$ cat src/hdl/dre_pkg.sv
// Shared types and constants for the dirty range delta encoder.
package dre_pkg;

    localparam int MAX_BLOCK_BYTES = 256;
    localparam int MAP_BYTES       = (MAX_BLOCK_BYTES + 7) / 8;
    localparam int SHADOW_DEPTH    = MAX_BLOCK_BYTES + MAP_BYTES;
    localparam int BLK_AW          = $clog2(MAX_BLOCK_BYTES);
    localparam int SHD_AW          = $clog2(SHADOW_DEPTH);

    // configuration register indexes
    localparam int CFG_IDX_W          = 1;
    localparam int CFG_DATA_W         = 9;
    localparam bit [CFG_IDX_W-1:0] REG_BLOCK_BYTES = 1'd0;
    localparam bit [CFG_IDX_W-1:0] REG_BIDIR       = 1'd1;

    // operation codes
    localparam bit [2:0] OP_WRITE      = 3'd0;
    localparam bit [2:0] OP_INVALIDATE = 3'd1;
    localparam bit [2:0] OP_SYNC       = 3'd2;
    localparam bit [2:0] OP_READ       = 3'd3;
    localparam bit [2:0] OP_RELEASE    = 3'd4;

    // status codes
    localparam bit [1:0] ST_DONE     = 2'd0;
    localparam bit [1:0] ST_NOCHANGE = 2'd1;
    localparam bit [1:0] ST_BUSY     = 2'd2;

    typedef struct packed {
        logic [2:0] operation;
        logic [8:0] address;
        logic [7:0] range_end;
        logic [7:0] write_byte;
    } in_t;

    typedef struct packed {
        logic [7:0] read_byte;
        logic [1:0] status;
        logic [7:0] frame_start;
        logic [7:0] frame_end;
        logic       keyframe;
        logic [8:0] bitmap_start;
        logic [8:0] bitmap_end;
    } out_t;

endpackage

$ cat src/hdl/dre_ram.sv
// Byte memory with one write port and one registered read port.
module dre_ram #(
    parameter int DEPTH = dre_pkg::SHADOW_DEPTH,
    parameter int AW    = $clog2(DEPTH)
) (
    input  logic          aclk,
    input  logic          we,
    input  logic [AW-1:0] waddr,
    input  logic [7:0]    wdata,
    input  logic [AW-1:0] raddr,
    output logic [7:0]    rdata
);

    logic [7:0] mem_reg [DEPTH];
    logic [7:0] rdata_reg;

    // write port
    always_ff @(posedge aclk) begin
        if (we) begin
            mem_reg[waddr] <= wdata;
        end
    end

    // registered read port
    always_ff @(posedge aclk) begin
        rdata_reg <= mem_reg[raddr];
    end

    assign rdata = rdata_reg;

endmodule
$ cat config.mk
export PLATFORM = sky130hd
export DESIGN_NAME = dre_ram
export DESIGN_NICKNAME = d
export VERILOG_FILES = /design/src/hdl/dre_pkg.sv /design/src/hdl/dre_ram.sv
export SDC_FILE = /design/constraint.sdc
export NUM_CORES = 2
export LEC_CHECK = 0
export ABC_AREA = 0
export CORE_ASPECT_RATIO = 1.25
export CORE_MARGIN = 5
export CORE_UTILIZATION = 25
export DETAILED_ROUTE_END_ITERATION = 7
export DONT_BUFFER_PORTS = 1
export PLACE_DENSITY_LB_ADDON = 0.05
export SYNTH_ARGS = -nofsm -noshare
export SYNTH_HDL_FRONTEND = slang
export SYNTH_SLANG_ARGS = --single-unit
export TNS_END_PERCENT = 50
$ cat constraint.sdc
create_clock -name aclk -period 3.1 [get_ports aclk]
set_input_delay 0.775 -clock aclk [delete_from_list [all_inputs] [get_ports aclk]]
set_output_delay 0.775 -clock aclk [all_outputs]
set_load 0.02 [all_outputs]
**Word level (Yosys, flattened, before mapping)**

Memories as Yosys holds them, arrays and structs flattened. A register that Yosys moved wholly into a read port is not among the register bits.
Index checks and enable logic that the tools add are counted.

- Mux-type cells: 2

Operators by type and width:

| cell | count |
|---|---|
| $mux 1 | 2 |

- Logic and storage cells: 3
- Bits in registers: 0
- Memories: 1
- Output and inout bits: 8
- Bits of input ports: 28
- Bits in writable memories: 2304

Memory list:

| memory | words | bits a word | read ports | clocked after memory_dff | write ports | line | text |
|---|---|---|---|---|---|---|---|
| mem_reg | 288 | 8 | 1 | 1 | 1 | dre_ram.sv:14 | `logic [7:0] mem_reg [DEPTH];` |

**Longest topological paths before layout**

- Depth after elaboration: 2
- Depth in mapped cells: 13
- Mapped depth without buffers: 7

**Worst setup path before layout**

OpenSTA, ideal clock, no wires.

- Path type: input -> register
- From: input port raddr[0]
- To: register rdata_reg[1], in the netlist rdata[1], read port of mem_reg
- Buffers on the path: 4
- Path slack: 0.106 ns
- Setup time: 0.117 ns
- Data arrival time: 2.877 ns
- Cell stages on the path: 10
- Data required time: 2.983 ns
- Cell sequence: buf_6 buf_4 buf_4 buf_4 mux4_2 a22oi_1 a21oi_1 nor4_1 nand4_1 a32o_1

RTL lines:

| what | line | text |
|---|---|---|
| start: declaration | dre_ram.sv:10 | `input logic [AW-1:0] raddr,` |
| end: declaration | dre_ram.sv:15 | `logic [7:0] rdata_reg;` |

==> impl_metrics.toml <==
[cts]
clock_path_buffers = 4
clk_pin_slew_ns = 0.06
cts_inserted_buffers = 270
root_buffer = "clkbuf_16"
htreeDepth = 5
clk_latency_ns = 0.90
cts_tree = "done"
clock-sinks = 2312

[yosys]
avgSynthCellArea_um2 = 21.0
seq_area_frac_synth_pct = 77.0
ys_types = 71
yosys_warnings = 0
synth_async_sr_flop_share_pct = 0
synth-seq-cells = 2312
syn_nets = 4314
syn_area_um2 = 90100
synth_area_leaders = "edfxtp_1 (77%), mux4_2 (13%), mux2i_1 (2.3%)"
synth_enable_flop_cells = 2304
synth_ff_type = "edfxtp_1"
synth.largest_area_cell = "edfxtp_1"
syn_inst = 4286
synth_top_area_share_pct = 76.8

[sta]
setup_ws_ns = -0.108
max_freq_mhz = 312
finalHoldViolations = 0
slew_viol_final = 136
rsz0062_at_grt = "yes"
period_share_pct = 103
maxSlewHeadroom_pct = -12.7
holdWs_ns = 0.143
fin_crit_ns = 3.21
worst_slew_pin_slew_ns = 1.69
tns_ns = -0.172
setup_viol = 4
skew_ns = 0.0574

[route]
viasPerCell = 4.60
vias = 46000
drtPass1Iterations = 6
drc = 0
drtIter0Drc = 3840
drt-total-wl_um = 330000
wl_per_cell_um = 33.0
ant_nets = 0

[finish]
largest_reg_flops = 2304
syn2layout_area_growth_pct = 21.9
final_cells = 9994
layout.nets = 5103
stdcell_area_um2 = 110000
fin_util_pct = 30.6
drive_gt1_share_pct = 32.6

[floorplanning]
die_h_um = 681
dieArea_um2 = 373000
io_pins = 36
chipWidth_um = 547
initial_utilization_pct = 25.1
core_area_um2 = 359000
fp-row-count = 246

[critical_path]
worstSetupPathType = "in -> reg"
arrival_ns = 4.00
worstPathRequired_ns = 3.89
cp_max_fo = 384
start_kind = "input pin"
setup.worst_path.end_class = "flop"

[global_route]
grt_max_degree = 385
grt_pass1_vias = 48800
grt_overflow = 0
grt_pass1_wl_um = 446000
grt_usage_pct = 17.4
antenna_found_initial = 34

[run_status]
status = "complete, but fails checks"
violations = "max-slew violations, negative setup slack"

[pwr]
total_power_mw = 69.0
power_leakage_nw = 35.2
vdd_drop_max_mv = 0.369
powerDensity_nw_per_um2 = 628

[place]
globalplace.congestion = 0.766
placed_cells_incl_taps = 9505
post-place-ws_ns = -1.12
dpl_cell_area_um2 = 101000
io_buffer_count = 0
dp_hpwl_um = 202000

[run]
maxCapViolCount = 0

[hold_path]
worstHoldPathType = "in -> reg"
## per-layer routing
| layer | part of all wire, % | track usage (%) |
|---|---|---|
| met1 | 43 | 22.8 |
| met2 | 50 | 30.2 |
| met3 | 4.3 | 2.79 |
| met4 | 2.3 | 3.82 |
| met5 | 0 | 0 |
## power by group
| group | switching, mW | total (mW) | internal (mW) |
|---|---|---|---|
| sequential | 0.0805 | 34.5 | 34.4 |
| clock | 13.2 | 31.2 | 18.1 |
| combinational | 1.78 | 3.21 | 1.43 |
## synthesized netlist by cell type (all sizes together) (2+ instances only)
| cell | n |
|---|---|
| edfxtp | 2304 |
| mux4 | 531 |
| nor2 | 331 |
| mux2i | 208 |
| buf | 166 |
| nand2 | 161 |
| clkbuf | 89 |
| o22ai | 63 |
| a21oi | 58 |
| o221ai | 48 |
| nand3 | 45 |
| nor3 | 31 |
| o21ai | 31 |
| a22oi | 22 |
| a31oi | 17 |
| mux2 | 17 |
| and3 | 16 |
| nor2b | 16 |
| a211oi | 12 |
| a2111oi | 9 |
| dfxtp | 8 |
| inv | 7 |
| nand2b | 7 |
| nand4 | 7 |
| a32oi | 6 |
| a311oi | 5 |
| and2 | 5 |
| o211ai | 5 |
| a32o | 4 |
| nor3b | 4 |
| nor4 | 4 |
| o2111ai | 4 |
| o31ai | 4 |
| a2bb2oi | 3 |
| a311o | 3 |
| and3b | 3 |
| o311ai | 3 |
| o41ai | 3 |
| or2 | 3 |
| a221oi | 2 |
| a22o | 2 |
## cells in the final DEF, fill, tap and decap left out, types with 11 or more instances in the layout
cell / synthesis / routed
edfxtp_1: 2304 / 2304
buf_4: 44 / 692
mux4_2: 525 / 525
nor2_1: 331 / 330
clkbuf_16: 0 / 281
mux2i_1: 208 / 206
nand2_1: 161 / 148
buf_12: 3 / 71
o22ai_1: 63 / 63
a21oi_1: 58 / 58
clkinv_1: 1 / 52
clkinv_2: 0 / 48
o221ai_1: 48 / 48
clkbuf_1: 88 / 48
nand3_1: 45 / 41
o21ai_0: 30 / 30
nor3_1: 31 / 29
a22oi_1: 22 / 22
mux2_2: 17 / 17
a31oi_1: 17 / 17
bufinv_16: 0 / 17
and3_1: 16 / 16
nor2b_1: 16 / 13
nand2_2: 0 / 12
a211oi_1: 11 / 11
## timing repair
item                       CTS  global route
setup endpoints to repair    2             5
pin swaps                    1             5
buffers inserted             0             3
hold endpoints to repair    50             0
hold buffers                 5             0
gates resized for setup      3            10
## critical path, cell delays in order
cell,delay (ns)
mux4_2,0.89
mux2i_1,0.31
buf_4,0.19
o22ai_1,0.08
a2111oi_1,0.45
nand4bb_2,0.35
a32o_1,0.35
## cell type report
cell class | instances | area [um2]
Antenna cell | 5 | 12.5
Multi-Input combinational cell | 1711 | 19300
Tap cell | 4712 | 5900
Clock buffer | 333 | 7270
Sequential cell | 2312 | 69300
Fill cell | 34800 | 249000
Inverter | 8 | 41.3
Timing Repair Buffer | 772 | 6790
Clock inverter | 141 | 1170
## logic make-up (layout without fill, tap and decap cells)
| logic type | count (synthesis) | after routing | share of synthesized area [%] |
|---|---|---|---|
| AND/OR/NAND/NOR | 638 | 638 | 2.98 |
| multiplexers | 756 | 756 | 15.8 |
| AO/OA/AOI/OAI | 317 | 317 | 2.45 |
| buffers and inverters | 263 | 1254 | 1.77 |
| other | 0 | 5 | 0 |
| flip-flops | 2312 | 2312 | 77.0 |
## final timing paths
check	to	slack, ns	from	cells after the start
worst max-delay path	rdata[5]	-0.11	raddr[1]	7
worst min-delay path	mem_reg[41][3]	0.14	wdata[3]	0
worst max register to register	rdata[5]	0.18	mem_reg[196][5]	5
worst min register to register	rdata[2]	0.99	mem_reg[150][2]	6
No activity file was read; power rests on OpenSTA's default activity.
